$ cat src/hdl/rwbc_pkg.sv
// Package for the register write burst coalescer.
// Holds the word types, widths and queue sizing shared by all modules.
// No dependencies.
package rwbc_pkg;

    localparam int ADDR_W    = 16;
    localparam int DATA_W    = 8;
    localparam int LEN_W     = 3;
    localparam int SLOTS     = 7;
    localparam int MAX_BURST = 7;
    localparam int QDEPTH    = 4;
    localparam int QPTR_W    = $clog2(QDEPTH);
    localparam int QCNT_W    = $clog2(QDEPTH + 1);

    typedef logic [SLOTS-1:0][DATA_W-1:0] t_slots;

    typedef struct packed {
        logic [ADDR_W-1:0] wr_addr;
        logic [DATA_W-1:0] wr_data;
        logic              list_end;
    } t_in_word;

    typedef struct packed {
        logic [ADDR_W-1:0] burst_addr;
        logic [LEN_W-1:0]  burst_len;
        logic [DATA_W-1:0] byte0;
        logic [DATA_W-1:0] byte1;
        logic [DATA_W-1:0] byte2;
        logic [DATA_W-1:0] byte3;
        logic [DATA_W-1:0] byte4;
        logic [DATA_W-1:0] byte5;
        logic [DATA_W-1:0] byte6;
        logic              final_burst;
    } t_out_word;

    typedef struct packed {
        logic      vld0;
        logic      vld1;
        t_out_word w0;
        t_out_word w1;
    } t_push;

endpackage

$ cat src/hdl/register_write_burst_coalescer.sv
// Register write burst coalescer. Takes one byte-write word per cycle and merges writes to
// consecutive addresses into bursts of up to MAX_BURST bytes; a word with list_end set flushes
// the open burst, so one word can produce two bursts. With the output free, a burst that a word
// closes is written into the queue and then into the output register, the second of a pair after it.
// Input ready drops only while the four-entry burst queue holds more than two bursts, which
// happens when the consumer stalls or when words keep producing two bursts each; otherwise the
// block sustains one word per cycle.
module register_write_burst_coalescer #(
    parameter int MAX_BURST = rwbc_pkg::MAX_BURST
) (
    input  logic                i_clk,
    input  logic                i_rst_n,
    input  logic                i_in_valid,
    output logic                o_in_ready,
    input  rwbc_pkg::t_in_word  i_in_word,
    output logic                o_out_valid,
    input  logic                i_out_ready,
    output rwbc_pkg::t_out_word o_out_word
);
    import rwbc_pkg::*;

    t_push     push;
    logic      room, nonempty, pop;
    t_out_word head;

    rwbc_front #(
        .MAX_BURST(MAX_BURST)
    ) u_front (
        .i_clk      (i_clk),
        .i_rst_n    (i_rst_n),
        .i_in_valid (i_in_valid),
        .o_in_ready (o_in_ready),
        .i_in_word  (i_in_word),
        .i_room     (room),
        .o_push     (push)
    );

    rwbc_queue u_queue (
        .i_clk      (i_clk),
        .i_rst_n    (i_rst_n),
        .i_push     (push),
        .i_pop      (pop),
        .o_room     (room),
        .o_nonempty (nonempty),
        .o_head     (head)
    );

    rwbc_back u_back (
        .i_clk       (i_clk),
        .i_rst_n     (i_rst_n),
        .i_nonempty  (nonempty),
        .i_head      (head),
        .o_pop       (pop),
        .o_out_valid (o_out_valid),
        .i_out_ready (i_out_ready),
        .o_out_word  (o_out_word)
    );

    a_push_order: assert property (@(posedge i_clk) disable iff (!i_rst_n)
        push.vld1 |-> push.vld0)
        else $error("second burst pushed without a first");

    a_push_on_accept: assert property (@(posedge i_clk) disable iff (!i_rst_n)
        push.vld0 |-> (i_in_valid && o_in_ready))
        else $error("burst pushed without an accepted word");

    a_flush_final: assert property (@(posedge i_clk) disable iff (!i_rst_n)
        (i_in_valid && o_in_ready && i_in_word.list_end)
        |-> ((push.vld1 && push.w1.final_burst) || (!push.vld1 && push.w0.final_burst)))
        else $error("list end did not flush a final burst");

    a_len_nonzero: assert property (@(posedge i_clk) disable iff (!i_rst_n)
        o_out_valid |-> (o_out_word.burst_len != '0))
        else $error("empty burst at the output");

endmodule

$ cat src/hdl/rwbc_front.sv
// Front end of the coalescer: accepts write words and keeps the open burst.
// Pushes zero, one or two finished bursts per word into the queue.
// Depends on rwbc_pkg.
module rwbc_front #(
    parameter int MAX_BURST = rwbc_pkg::MAX_BURST
) (
    input  logic               i_clk,
    input  logic               i_rst_n,
    input  logic               i_in_valid,
    output logic               o_in_ready,
    input  rwbc_pkg::t_in_word i_in_word,
    input  logic               i_room,
    output rwbc_pkg::t_push    o_push
);
    import rwbc_pkg::*;

    localparam int AW1 = ADDR_W + 1;
    localparam logic [LEN_W-1:0] MaxLen = LEN_W'(MAX_BURST);

    logic [ADDR_W-1:0] r_start, n_start;
    logic [LEN_W-1:0]  r_count, n_count;
    t_slots            r_bytes, n_bytes;
    logic [AW1-1:0]    next_addr;
    logic              accept, join_open, emit_old;
    t_out_word         old_burst, new_burst;

    function automatic t_out_word mk_burst(input logic [ADDR_W-1:0] start,
                                           input logic [LEN_W-1:0] cnt,
                                           input t_slots bytes,
                                           input logic fin);
        t_out_word w;
        t_slots    m;
        for (int i = 0; i < SLOTS; i++) begin
            m[i] = (LEN_W'(i) < cnt) ? bytes[i] : '0;
        end
        w.burst_addr  = start;
        w.burst_len   = cnt;
        w.byte0       = m[0];
        w.byte1       = m[1];
        w.byte2       = m[2];
        w.byte3       = m[3];
        w.byte4       = m[4];
        w.byte5       = m[5];
        w.byte6       = m[6];
        w.final_burst = fin;
        return w;
    endfunction

    assign o_in_ready = i_room;
    assign accept     = i_in_valid && i_room;
    assign next_addr  = {1'b0, r_start} + AW1'(r_count);
    assign join_open  = (r_count != '0) && ({1'b0, i_in_word.wr_addr} == next_addr)
                        && (r_count < MaxLen);
    assign emit_old   = (r_count != '0) && !join_open;

    always_comb begin
        n_start = r_start;
        n_count = r_count;
        n_bytes = r_bytes;
        if (join_open) begin
            for (int i = 0; i < SLOTS; i++) begin
                if (LEN_W'(i) == r_count) begin
                    n_bytes[i] = i_in_word.wr_data;
                end
            end
            n_count = r_count + LEN_W'(1);
        end else begin
            n_start    = i_in_word.wr_addr;
            n_bytes    = '0;
            n_bytes[0] = i_in_word.wr_data;
            n_count    = LEN_W'(1);
        end
    end

    assign old_burst = mk_burst(r_start, r_count, r_bytes, 1'b0);
    assign new_burst = mk_burst(n_start, n_count, n_bytes, 1'b1);

    always_comb begin
        o_push.vld0 = accept && (emit_old || i_in_word.list_end);
        o_push.vld1 = accept && emit_old && i_in_word.list_end;
        o_push.w0   = emit_old ? old_burst : new_burst;
        o_push.w1   = new_burst;
    end

    always_ff @(posedge i_clk) begin
        if (!i_rst_n) begin
            r_count <= '0;
            r_start <= '0;
        end else if (accept) begin
            r_start <= n_start;
            r_count <= i_in_word.list_end ? '0 : n_count;
        end
    end

    always_ff @(posedge i_clk) begin
        if (accept) begin
            r_bytes <= n_bytes;
        end
    end

endmodule

$ cat src/hdl/rwbc_queue.sv
// Short burst queue between the front end and the output stage.
// Takes up to two bursts per cycle and releases at most one. Depends on rwbc_pkg.
module rwbc_queue (
    input  logic                i_clk,
    input  logic                i_rst_n,
    input  rwbc_pkg::t_push     i_push,
    input  logic                i_pop,
    output logic                o_room,
    output logic                o_nonempty,
    output rwbc_pkg::t_out_word o_head
);
    import rwbc_pkg::*;

    t_out_word         r_mem [QDEPTH];
    logic [QPTR_W-1:0] r_wr, r_rd;
    logic [QCNT_W-1:0] r_cnt, n_cnt;
    logic              do_pop;

    assign o_nonempty = (r_cnt != '0);
    assign o_room     = (r_cnt <= QCNT_W'(QDEPTH - 2));
    assign do_pop     = i_pop && o_nonempty;
    assign o_head     = r_mem[r_rd];
    assign n_cnt      = r_cnt + QCNT_W'(i_push.vld0) + QCNT_W'(i_push.vld1)
                        - QCNT_W'(do_pop);

    always_ff @(posedge i_clk) begin
        if (!i_rst_n) begin
            r_wr  <= '0;
            r_rd  <= '0;
            r_cnt <= '0;
        end else begin
            r_wr  <= r_wr + QPTR_W'(i_push.vld0) + QPTR_W'(i_push.vld1);
            r_rd  <= r_rd + QPTR_W'(do_pop);
            r_cnt <= n_cnt;
        end
    end

    always_ff @(posedge i_clk) begin
        if (i_push.vld0) begin
            r_mem[r_wr] <= i_push.w0;
        end
        if (i_push.vld1) begin
            r_mem[r_wr + QPTR_W'(1)] <= i_push.w1;
        end
    end

endmodule

$ cat src/hdl/rwbc_back.sv
// Output stage of the coalescer: registers one burst word for the consumer.
// Pulls from the queue whenever the register is empty or being drained.
// Depends on rwbc_pkg.
module rwbc_back (
    input  logic                i_clk,
    input  logic                i_rst_n,
    input  logic                i_nonempty,
    input  rwbc_pkg::t_out_word i_head,
    output logic                o_pop,
    output logic                o_out_valid,
    input  logic                i_out_ready,
    output rwbc_pkg::t_out_word o_out_word
);
    import rwbc_pkg::*;

    logic      r_valid;
    t_out_word r_word;

    assign o_pop       = i_nonempty && (!r_valid || i_out_ready);
    assign o_out_valid = r_valid;
    assign o_out_word  = r_word;

    always_ff @(posedge i_clk) begin
        if (!i_rst_n) begin
            r_valid <= 1'b0;
        end else if (o_pop) begin
            r_valid <= 1'b1;
        end else if (i_out_ready) begin
            r_valid <= 1'b0;
        end
    end

    always_ff @(posedge i_clk) begin
        if (o_pop) begin
            r_word <= i_head;
        end
    end

endmodule
$ cat config.mk
export PLATFORM = sky130hd
export DESIGN_NAME = register_write_burst_coalescer
export DESIGN_NICKNAME = d
export VERILOG_FILES = /design/src/hdl/rwbc_pkg.sv /design/src/hdl/register_write_burst_coalescer.sv /design/src/hdl/rwbc_front.sv /design/src/hdl/rwbc_queue.sv /design/src/hdl/rwbc_back.sv
export SDC_FILE = /design/constraint.sdc
export NUM_CORES = 1
export LEC_CHECK = 0
export ABC_CLOCK_PERIOD_IN_PS = 10900
export BUFFER_PORTS_ARGS = -buffer_cell sky130_fd_sc_hd__buf_2
export CAP_MARGIN = 20
export CORE_UTILIZATION = 62
export CTS_CLUSTER_SIZE = 14
export DETAILED_ROUTE_END_ITERATION = 16
export HOLD_SLACK_MARGIN = 0.08
export MAX_ROUTING_LAYER = met4
export PLACE_DENSITY = 0.77
export SLEW_MARGIN = 30
export SYNTH_ARGS = -nofsm -noshare
export SYNTH_HDL_FRONTEND = slang
export SYNTH_SLANG_ARGS = --single-unit
$ cat constraint.sdc
create_clock -name i_clk -period 10.9 [get_ports i_clk]
set_input_delay 1.09 -clock i_clk [delete_from_list [all_inputs] [get_ports i_clk]]
set_output_delay 1.09 -clock i_clk [all_outputs]
set_load 0.02 [all_outputs]
-- After elaboration in Yosys (flattened, before gate mapping)
Memory sizes are Yosys's and may differ from the RTL's. A register that Yosys moved wholly into a read port is not among the register bits.
Index checks and enable logic that the tools add are counted.
- logic and storage cells: 95
- memories kept: 1
- input bits: 29
- latch bits: 0
- bits in read-only memories: 0
- memory bits (writable): 304
- output and inout port bits: 78
- bits in registers: 83
- memory list (name ; depth ; bits a word ; rd ports ; clocked after memory_dff ; wr ports ; line ; RTL):
    u_queue.r_mem ; 4 ; 76 ; 1 ; 1 ; 2 ; rwbc_queue.sv:14 ; t_out_word r_mem [QDEPTH];
- mux-type cells: 32
- eq/ne operators: 7
- reductions and logical operators: 17
- shift-type cells: 0
- $mul: 0
- bitwise logic cells: 0
- $add $sub $neg: 9
- magnitude comparators: 16
- divide/modulo/power cells: 0
- operator list (kind ; count):
    2-to-1 mux 8 bit ; 21
    2-to-1 mux 76 bit ; 1
    2-to-1 mux 56 bit ; 1
    less-than comparator 3 bit, first input constant ; 6
    adder 16 x 3 -> 17 bit ; 1
    equality test 16 x 17 -> 1 bit ; 1
    2-to-1 mux 16 bit ; 1
    less-than comparator 1 x 3 -> 1 bit, first input constant ; 4
    less-than comparator 2 x 3 -> 1 bit, first input constant ; 4
    equality test 3 bit, first input constant ; 3
    logical AND 1 bit ; 9
    adder 2 x 1 -> 2 bit ; 3
    adder 3 x 1 -> 3 bit ; 2
    equality test 2 x 3 -> 1 bit, first input constant ; 2
    2-to-1 mux 1 bit ; 6
    2-to-1 mux 3 bit ; 2
    nonzero test 3 bit ; 2
    adder 3 x 1 -> 3 bit, second input constant ; 1
    equality test 1 x 3 -> 1 bit, first input constant ; 1
    less-or-equal comparator 3 x 2 -> 1 bit, second input constant ; 1
    zero test 3 bit ; 1
    less-than comparator 3 bit, second input constant ; 1
    subtractor 3 x 1 -> 3 bit ; 1
    adder 2 x 1 -> 2 bit, second input constant ; 1
    other kinds (3) ; 5

-- Depth between registers and ports, before layout
Gate-level depths: netlist of the first run.
- word-level depth: 11
- gate-level depth with buffers: 19
- mapped depth without buffers: 14

-- Modules after synthesis
Synthesis of the first run repeated with hierarchy kept, for this count alone.
- cell total of the unflattened synthesis: 1501
- area total of the unflattened synthesis: 23089.6 um^2
- modules (own cells, without submodules) (module ; area each (um^2) ; instances ; cells an instance ; seq. area each (um^2)):
    rwbc_queue ; 14983.1 ; 1 ; 778 ; 9268.9
    rwbc_front ; 5776.8 ; 1 ; 643 ; 2062.0
    rwbc_back ; 2329.7 ; 1 ; 80 ; 2302.2

-- Least setup slack after synthesis of the first run
No wires, ideal clock.
- path kind: input to register
- from: in i_out_ready
- to: reg u_queue.r_cnt[2]
- setup time: 0.115 ns
- path buffers: 0
- path slack: 2.131 ns
- data arrival time: 8.654 ns
- stages: 8
- required time: 10.785 ns
- cells stage by stage: nand2b_1 a21boi_0 ha_1 inv_1 fa_1 fa_1 xnor2_1 and2_1
- word-level cells in the longest chain between the ends: 4
- ends and longest elaborated chain (item ; line ; RTL):
    start, declared ; register_write_burst_coalescer.sv:17 ; input logic i_out_ready,
    logical OR 1 bit ; rwbc_back.sv:19 ; assign o_pop = i_nonempty && (!r_valid || i_out_ready);
    logical AND 1 bit ; rwbc_back.sv:19 ;
    named net pop ; register_write_burst_coalescer.sv:23 ; logic room, nonempty, pop;
    logical AND 1 bit ; rwbc_queue.sv:21 ; assign do_pop = i_pop && o_nonempty;
    subtractor 3 x 1 -> 3 bit ; rwbc_queue.sv:24 ; - QCNT_W'(do_pop);
    end signal, assigned ; rwbc_queue.sv:34 ; r_cnt <= n_cnt;
    end, declared ; rwbc_queue.sv:16 ; logic [QCNT_W-1:0] r_cnt, n_cnt;
The timed path passes the listed nets, and every way through them passes these cells.
A chain may end at the register's enable or synchronous reset.

==> key figures, run 1 <==
STA
  • TNS Setup: 0 ns
  • Worst rel slew slack: roughly 30%
  • Clock Skew: between 0.01 and 0.015 ns
  • Final setup vio count: 0
  • Final Max Slew Viols: 0
  • Hold_ws: a little under 0.5 ns
  • Final hold violations: 0
  • FMAX: around 0.17 GHz
  • Worst-Margin Slew: ~1.1 ns
  • RSZ-0062 raised after global routing: no
  • Min cycle time layout: 5.898 ns
  • Period utilization: between 50 and 60%

Power and ir drop
  • Pwr per Cell Area: approximately 230 nW/µm²
  • Reg power frac: between 40 and 50%
  • Combinational Power Share: between 20% and 30%
  • Static leakage: 7.746 nW
  • Sw frac: 30.98%
  • Total power: between 0.005 and 0.006 W
  • Int Power: roughly 0.0037 W
  • Clock group share of total power: approximately 29%
  • Switch Pwr: 0.001681 W
  • Worst VDD drop: roughly 0.23 mV

Global routing
  • GRT Total Usage: just over 30%
  • Pin count of the biggest net entering global routing: between 60 and 70
  • Number of global-route vias before repair: around 14000
  • GRT Residual Overflow: 0
  • First-pass GRT wire length: 80070 µm
  • Initial antenna violation count: 0

Job
  • Max-cap violations: 0

Setup path
  • Crit-path leading delay family: compound AO/OA/AOI/OAI gates
  • Reg-to-Reg End: u_queue.r_mem[2][7]$_DFFE_PP_
  • CP peak stage delay: roughly 0.87 ns
  • Crit path DAT: about 6 ns
  • R2R Path Start: u_front.r_count[2]$_SDFFE_PN0P_
  • Crit end category: register
  • Critical path, cell by cell: ha_1, a21oi_2, nor3_1, a311o_1, a221oi_1, nand3_4, a31oi_4, o21a_1, inv_2, buf_4
  • Buffers & Inverters on Critical Path: 2
  • FF-to-FF path depth: 10
  • Worst-path cell with the longest stage delay: dfxtp_1
  • Setup slack, reg-to-reg: between 5 and 6 ns
  • Type of origin of the critical path: register
  • Crit Path Category: register to register
  • Critical path data required time: approximately 11 ns
  • Worst Path Max Fanout: 42

Logic synthesis
  • Async S/R FF share, synth: 0%
  • Post-Syn Nets: 1590
  • Yosys top cell by area: edfxtp_1
  • EDFF count, synth: between 400 and 500
  • Synth top area cells: edfxtp_1 61%, mux4_2 8.0%, nor2_1 3.5%
  • Syn avg cell area: between 10 and 15 µm²
  • Synth Cell Area: 21310 µm²
  • Area fraction of the dominant cell type after synthesis: about three fifths
  • Number of library cell types mapped by synthesis: 73
  • Yosys warns: 0
  • Most common flop cell mapped by yosys: edfxtp_1
  • Seq cells post-synth: between 400 and 500
  • Synthesized instance count: between 1500 and 2000
  • Register area share after synthesis: a little under two thirds

CTS
  • CTS tree: done
  • Htree depth: 2
  • Sink Count: between 400 and 500
  • Post-CTS sizing: 0
  • Clock buffer depth: 3
  • Clock latency on the worst-skew pair: around 0.56 ns
  • # hold bufs at CTS: 0
  • Number of buffers created by CTS: 47
  • Clk slew on worst S/H paths: ~0.060 ns
  • Post-CTS Setup Bufs: 0
  • Root Buffer: clkbuf_16

Drt
  • Vias: 13960
  • Aggregate routed wire length: 51710 µm
  • Wirelength per Cell: 24.88 µm
  • Post-route DRC: 0
  • Via-per-instance ratio: approximately 6.7
  • Pre-antenna DRT Iters: 6
  • DRT antenna net count: 0
  • Initial DRC Count: between 1500 and 2000

Final layout
  • Nets: 1637
  • Ant diodes: 0
  • Area delta synth->final: 10.34%
  • Fill cell count: 2342
  • Most frequent cells in the layout: 432 x edfxtp_1, 194 x nor2_1, 151 x nand2_1, 106 x buf_2, 80 x o22ai_1
  • Leading cell type in the layout, fill and taps excluded: edfxtp_1
  • Fraction of layout cells with a size suffix above 1: 20.61%

Place
  • PortBufs: between 100 and 150
  • HPWL after DPL: about 31000 µm
  • RePlAce Congestion: approximately 0.94

Floorplanning
  • Initial Util: between 60% and 70%
  • Core area: roughly 34000 µm²
  • Ports: 107
  • Die area: 35120 µm²
  • Die X-Extent: ~190 µm
  • Die height: around 190 µm
  • Row Count: 67

Hold path
  • Hold Crit Endpoint: u_queue.r_mem[3][0]$_SDFFE_PP1N_
  • Hold_sp: u_queue.r_mem[3][0]$_SDFFE_PP1N_
  • Worst min path class: register to register
  • Worst hold stages: 1

Outcome
  • Status: finished clean
## layer usage
metal / vias to the layer above / track usage, % / routed length (µm)
met5: - / - / 0
met4: 0 / 11.04 / 1647
met2: 880 / 47.93 / 25270
met1: 6850 / 41.96 / 19880
met3: 140 / 4.278 / 4916
li1: 6087 / - / -
## sequential cells by signal, indices dropped and copies added (netlist names)
signal	count
u_queue.r_mem	304
u_back.o_out_word	76
u_front.r_bytes	56
u_front.r_start	16
u_front.r_count	3
u_queue.r_cnt	3
u_queue.r_rd	2
u_queue.r_wr	2
u_back.o_out_valid	1
## cells in the mapped netlist, drive strengths merged, types with 3 or more instances
| master | count |
|---|---|
| or3 | 11 |
| a22oi | 32 |
| fa | 4 |
| nand4 | 17 |
| o21a | 4 |
| mux2i | 46 |
| nor3 | 15 |
| dfxtp | 31 |
| mux4 | 76 |
| a21boi | 10 |
| o22ai | 80 |
| xnor2 | 15 |
| inv | 15 |
| nor2 | 200 |
| nand3 | 48 |
| nor4 | 8 |
| a32o | 29 |
| o31ai | 3 |
| a21o | 4 |
| nand2b | 8 |
| and2 | 9 |
| ha | 9 |
| xor2 | 8 |
| buf | 66 |
| or2 | 3 |
| nand4b | 3 |
| o21ai | 14 |
| clkbuf | 65 |
| a221oi | 9 |
| nand2 | 152 |
| nor2b | 3 |
| a21oi | 66 |
| and3 | 4 |
| a31oi | 6 |
| edfxtp | 432 |
| o32ai | 16 |
## power by group through the flow
stage	logic, W	clock network (W)	registers [W]
after floorplan	0.000735	0	0.00274
after global placement	0.00128	0	0.00257
after detailed placement	0.00130	0	0.00259
after CTS	0.00131	0.00159	0.00255
after global routing	0.00140	0.00166	0.00256
final	0.00132	0.00157	0.00253
## worst max-delay path by stage
stage,startpoint,to,cells past startpoint
2_1_floorplan,i_out_ready,u_queue.r_cnt[2]$_SDFF_PN0_,8
3_3_place_gp,u_front.r_count[2]$_SDFFE_PN0P_,u_queue.r_mem[0][57]$_DFFE_PP_,10
3_5_place_dp,u_front.r_count[2]$_SDFFE_PN0P_,u_queue.r_mem[2][38]$_DFFE_PP_,10
4_1_cts,u_front.r_count[2]$_SDFFE_PN0P_,u_queue.r_mem[2][7]$_DFFE_PP_,10
5_1_grt,u_front.r_count[2]$_SDFFE_PN0P_,u_queue.r_mem[2][38]$_DFFE_PP_,10
6_report,u_front.r_count[2]$_SDFFE_PN0P_,u_queue.r_mem[2][7]$_DFFE_PP_,10
## worst register-to-register path, delay by kind of cell, from the launching register on
| family | cells | cell delay (ns) |
|---|---|---|
| compound gates | 5 | 2.53 |
| buf+inv | 2 | 0.98 |
| flops | 1 | 0.87 |
| simple gates | 2 | 0.70 |
| fa+ha+maj | 1 | 0.44 |
## layout make-up
class | count | area (µm²) | area share (%)
multi-input combinational | 937 | 7061 | 30.02
timing repair buffer | 129 | 719.4 | 3.059
tap | 448 | 560.5 | 2.383
clock inverter | 22 | 132.6 | 0.5639
inverter | 17 | 63.81 | 0.2713
sequential | 463 | 13600 | 57.83
clock buffer | 62 | 1380 | 5.868
## through the flow
step / instance area [µm²] / util (%) / setup slack, ns / std cells
2_1_floorplan: 21310 / - / 2.131 / 1548
3_3_place_gp: 21970 / 65.20 / 5.317 / 1993
3_5_place_dp: 21980 / 65.23 / 5.251 / 1993
4_1_cts: 23500 / 69.72 / 5.185 / 2077
5_1_grt: 23520 / 69.79 / 4.701 / 2078
6_report: 23520 / 69.79 / 5.002 / 2078
## kinds of logic (layout without fill, tap and decap cells)
kind of cell	after synthesis	in the layout	share of synthesized area [%]
buf+inv	148	230	3.352
fa+ha+maj	13	13	0.9041
mux	124	124	10.41
simple gates	487	487	10.66
flops	463	463	63.78
xor+xnor	23	23	0.9452
compound gates	290	290	9.957
Power figures use the tool's default switching activity.
==> run 2: changes to the inputs <==
--- a/config.mk
+++ b/config.mk
@@ -5,15 +5,15 @@
 export SDC_FILE = /design/constraint.sdc
 export NUM_CORES = 1
 export LEC_CHECK = 0
-export ABC_CLOCK_PERIOD_IN_PS = 10900
+export ABC_CLOCK_PERIOD_IN_PS = 4800
 export BUFFER_PORTS_ARGS = -buffer_cell sky130_fd_sc_hd__buf_2
 export CAP_MARGIN = 20
-export CORE_UTILIZATION = 62
+export CORE_UTILIZATION = 56
 export CTS_CLUSTER_SIZE = 14
 export DETAILED_ROUTE_END_ITERATION = 16
 export HOLD_SLACK_MARGIN = 0.08
 export MAX_ROUTING_LAYER = met4
-export PLACE_DENSITY = 0.77
+export PLACE_DENSITY = 0.73
 export SLEW_MARGIN = 30
 export SYNTH_ARGS = -nofsm -noshare
 export SYNTH_HDL_FRONTEND = slang
==> constraint.sdc (replaced) <==
create_clock -name i_clk -period 4.8 [get_ports i_clk]
set_input_delay 0.48 -clock i_clk [delete_from_list [all_inputs] [get_ports i_clk]]
set_output_delay 0.48 -clock i_clk [all_outputs]
set_load 0.02 [all_outputs]
==> run 2 against run 1 <==
Net effect:
- clock-buffer cell count unchanged
- clock power up 130%
- register-to-register slack worse by 4.7 ns
- highest routed layer unchanged
- first-iteration DRC count down 13%
- sequential power is 130% higher
==> key figures, run 2 (synthesized netlist as in run 1, its figures left out) <==
Final layout
  • Fraction of layout cells with a size suffix above 1: 21.41% (was 20.61%)
  • Fill cell count: 2756 (was 2342)
  • Biggest register: u_queue.r_mem (unchanged)
  • Most frequent cells in the layout: 432 x edfxtp_1, 196 x nor2_1, 151 x nand2_1, 106 x buf_2, 80 x o22ai_1 (was 432 x edfxtp_1, 194 x nor2_1, 151 x nand2_1, 106 x buf_2, 80 x o22ai_1)
  • Largest register FFs: 304 (unchanged)
  • Area occupied by multi-input gates: 7041 µm² (was 7061 µm²)
  • Sequential cell area: 13600 µm² (unchanged)
  • Ant diodes: 0 (unchanged)
  • Area delta synth->final: 11.58% (was 10.34%)
  • Nets: 1665 (was 1637)
  • Leading cell type in the layout, fill and taps excluded: edfxtp_1 (unchanged)

STA
  • Final Max Slew Viols: 0 (unchanged)
  • Final setup vio count: 0 (unchanged)
  • Worst rel slew slack: 35.04% (was 29.63%)
  • Period utilization: 93.14% (was 54.11%)
  • Min cycle time layout: 4.471 ns (was 5.898 ns)
  • Final hold violations: 0 (unchanged)
  • TNS Setup: 0 ns (unchanged)
  • Worst-Margin Slew: 0.9707 ns (was 1.055 ns)
  • Clock Skew: 0.01287 ns (was 0.01241 ns)
  • RSZ-0062 raised after global routing: no (unchanged)
  • Worst Slack Setup Final: 0.3292 ns (was 5.002 ns)
  • FMAX: 0.2237 GHz (was 0.1695 GHz)

Drt
  • Pre-antenna DRT Iters: 6 (unchanged)
  • Wirelength per Cell: 23.76 µm (was 24.88 µm)
  • Aggregate routed wire length: 51540 µm (was 51710 µm)
  • Via-per-instance ratio: 6.394 (was 6.717)
  • Initial DRC Count: 1613 (was 1857)
  • Vias: 13870 (was 13960)
  • Post-route DRC: 0 (unchanged)
  • DRT antenna net count: 0 (unchanged)

CTS
  • Post-CTS Setup Bufs: 0 (unchanged)
  • Htree depth: 2 (unchanged)
  • Clock latency on the worst-skew pair: 0.58 ns (was 0.56 ns)
  • Post-CTS sizing: 0 (unchanged)
  • Number of buffers created by CTS: 48 (was 47)
  • Root Buffer: clkbuf_16 (unchanged)
  • Clk slew on worst S/H paths: 0.06 ns (about the same)
  • # hold bufs at CTS: 0 (unchanged)
  • CTS tree: done (unchanged)
  • Sink Count: 463 (unchanged)
  • Clock buffer depth: 3 (unchanged)

Place
  • PortBufs: 106 (unchanged)
  • RePlAce Congestion: 0.8734 (was 0.9425)
  • Place WS: 0.3599 ns (was 5.251 ns)
  • HPWL after DPL: 30270 µm (was 30770 µm)

Setup path
  • Buffers & Inverters on Critical Path: 1 (was 2)
  • Crit-path most repeated cell: fa_1
  • Crit Path Category: register to register (unchanged)
  • Setup slack, reg-to-reg: 0.33 ns (was 5.00 ns)
  • CP peak stage delay: 0.47 ns (was 0.87 ns)
  • Crit-path leading delay family: adder cells (was compound AO/OA/AOI/OAI gates)
  • Type of origin of the critical path: register (unchanged)
  • Reg-to-Reg End: u_queue.r_cnt[2]$_SDFF_PN0_ (was u_queue.r_mem[2][7]$_DFFE_PP_)
  • FF-to-FF path depth: 14 (was 10)
  • Instance count on the critical path: 14 (was 10)
  • R2R Path Start: u_front.r_start[0]$_SDFFE_PN0P_ (was u_front.r_count[2]$_SDFFE_PN0P_)
  • Critical path data required time: 5.27 ns (was 11.11 ns)
  • Worst Path Max Fanout: 16 (was 42)
  • Crit path DAT: 4.94 ns (was 6.11 ns)
  • Worst-path cell with the longest stage delay: a221oi_1 (was dfxtp_1)
  • CP Capture Point: u_queue.r_cnt[2]$_SDFF_PN0_ (was u_queue.r_mem[2][7]$_DFFE_PP_)
  • Critical path, cell by cell: ha_1, fa_1, a21oi_2, nor3_1, a311o_1, a221oi_1, nand3_4, a31oi_4, ha_1, inv_1, fa_1, fa_1, xnor2_1, and2_1 (was ha_1, a21oi_2, nor3_1, a311o_1, a221oi_1, nand3_4, a31oi_4, o21a_1, inv_2, buf_4)
  • Crit end category: register (unchanged)
  • Crit path from: u_front.r_start[0]$_SDFFE_PN0P_ (was u_front.r_count[2]$_SDFFE_PN0P_)

Hold path
  • Worst min path class: input port to register (was register to register)

Global routing
  • GR Layer Usage met3: 5.327% (was 4.278%)
  • GRT Residual Overflow: 0 (unchanged)
  • Number of global-route vias before repair: 13870 (was 13810)
  • Pin count of the biggest net entering global routing: 80 (was 67)
  • Initial antenna violation count: 0 (unchanged)
  • Met1 usage: 37.72% (was 41.96%)
  • Met2 usage: 42.97% (was 47.93%)
  • Gr busiest metal: met2 (unchanged)
  • First-pass GRT wire length: 79850 µm (was 80070 µm)
  • GRT Total Usage: 28.10% (was 30.77%)

Job
  • Max-cap violations: 0 (unchanged)

Floorplanning
  • Core area: 37580 µm² (was 33700 µm²)
  • Row Count: 71 (was 67)
  • Initial Util: 56.72% (was 63.24%)
  • Ports: 107 (unchanged)
  • Die height: 197.1 µm (was 187.4 µm)
  • Die X-Extent: 197.1 µm (was 187.4 µm)
  • Die area: 38840 µm² (was 35120 µm²)

Power and ir drop
  • Static leakage: 7.803 nW (was 7.746 nW)
  • Worst VDD drop: 0.3487 mV (was 0.2290 mV)
  • Pwr per Cell Area: 520.0 nW/µm² (was 230.7 nW/µm²)
  • Total power: 0.01237 W (was 0.005426 W)

Outcome
  • Status: finished clean (unchanged)
## run 2: worst min-delay path: cells and delay by family
family	cells	cell delay [ns]
buffers and inverters	1	0.12
AND/OR/NAND/NOR	1	0.08
multiplexers	1	0.07
## run 2: through the flow
step | util, % | std cells | hold WS (ns) | cell area, µm²
after CTS | 63.28 | 2169 | 0.1976 | 23780
after detailed placement | 59.32 | 2084 | 0.4706 | 22290
after floorplan | - | 1548 | 0.4311 | 21330
final | 63.28 | 2169 | 0.2182 | 23780
after global routing | 63.28 | 2169 | 0.2308 | 23780
after global placement | 59.32 | 2084 | 0.4426 | 22290
## run 2: routing by layer
metal  wire length (µm)  share of wire, %  vias to the layer above
li1                   -                 -                     6131
met1              20350                39                     6829
met2              24670                48                      785
met3               4909               9.5                      123
met4               1604               3.1                        0
met5                  0                 0                        -
## run 2: layout make-up
| type | instances | area share [%] |
|---|---|---|
| inverters | 17 | 0.3315 |
| clock buffers | 62 | 5.361 |
| multi-input cells | 937 | 29.61 |
| well taps | 511 | 2.689 |
| repair buffers | 156 | 3.915 |
| clock inverters | 23 | 0.9050 |
| flip-flops and latches | 463 | 57.19 |
## run 2: worst min-delay path by stage
stage / from / endpoint / slack (ns) / cells after the start
finish: i_in_word[19] / u_front.r_start[10]$_SDFFE_PN0P_ / 0.22 / 3
global route: i_in_word[23] / u_front.r_start[14]$_SDFFE_PN0P_ / 0.23 / 3
CTS: i_in_word[19] / u_front.r_start[10]$_SDFFE_PN0P_ / 0.20 / 3
detailed placement: u_queue.r_mem[3][0]$_SDFFE_PP1N_ / u_queue.r_mem[3][0]$_SDFFE_PP1N_ / 0.47 / 1
global placement: u_queue.r_mem[1][0]$_SDFFE_PP1N_ / u_queue.r_mem[1][0]$_SDFFE_PP1N_ / 0.44 / 1
floorplan: u_queue.r_mem[3][0]$_SDFFE_PP1N_ / u_queue.r_mem[3][0]$_SDFFE_PP1N_ / 0.43 / 1
## run 2: where the power goes
| part | internal (W) | switching, W |
|---|---|---|
| registers | 0.00539 | 0.000409 |
| clock network | 0.00208 | 0.00150 |
| logic | 0.00107 | 0.00192 |
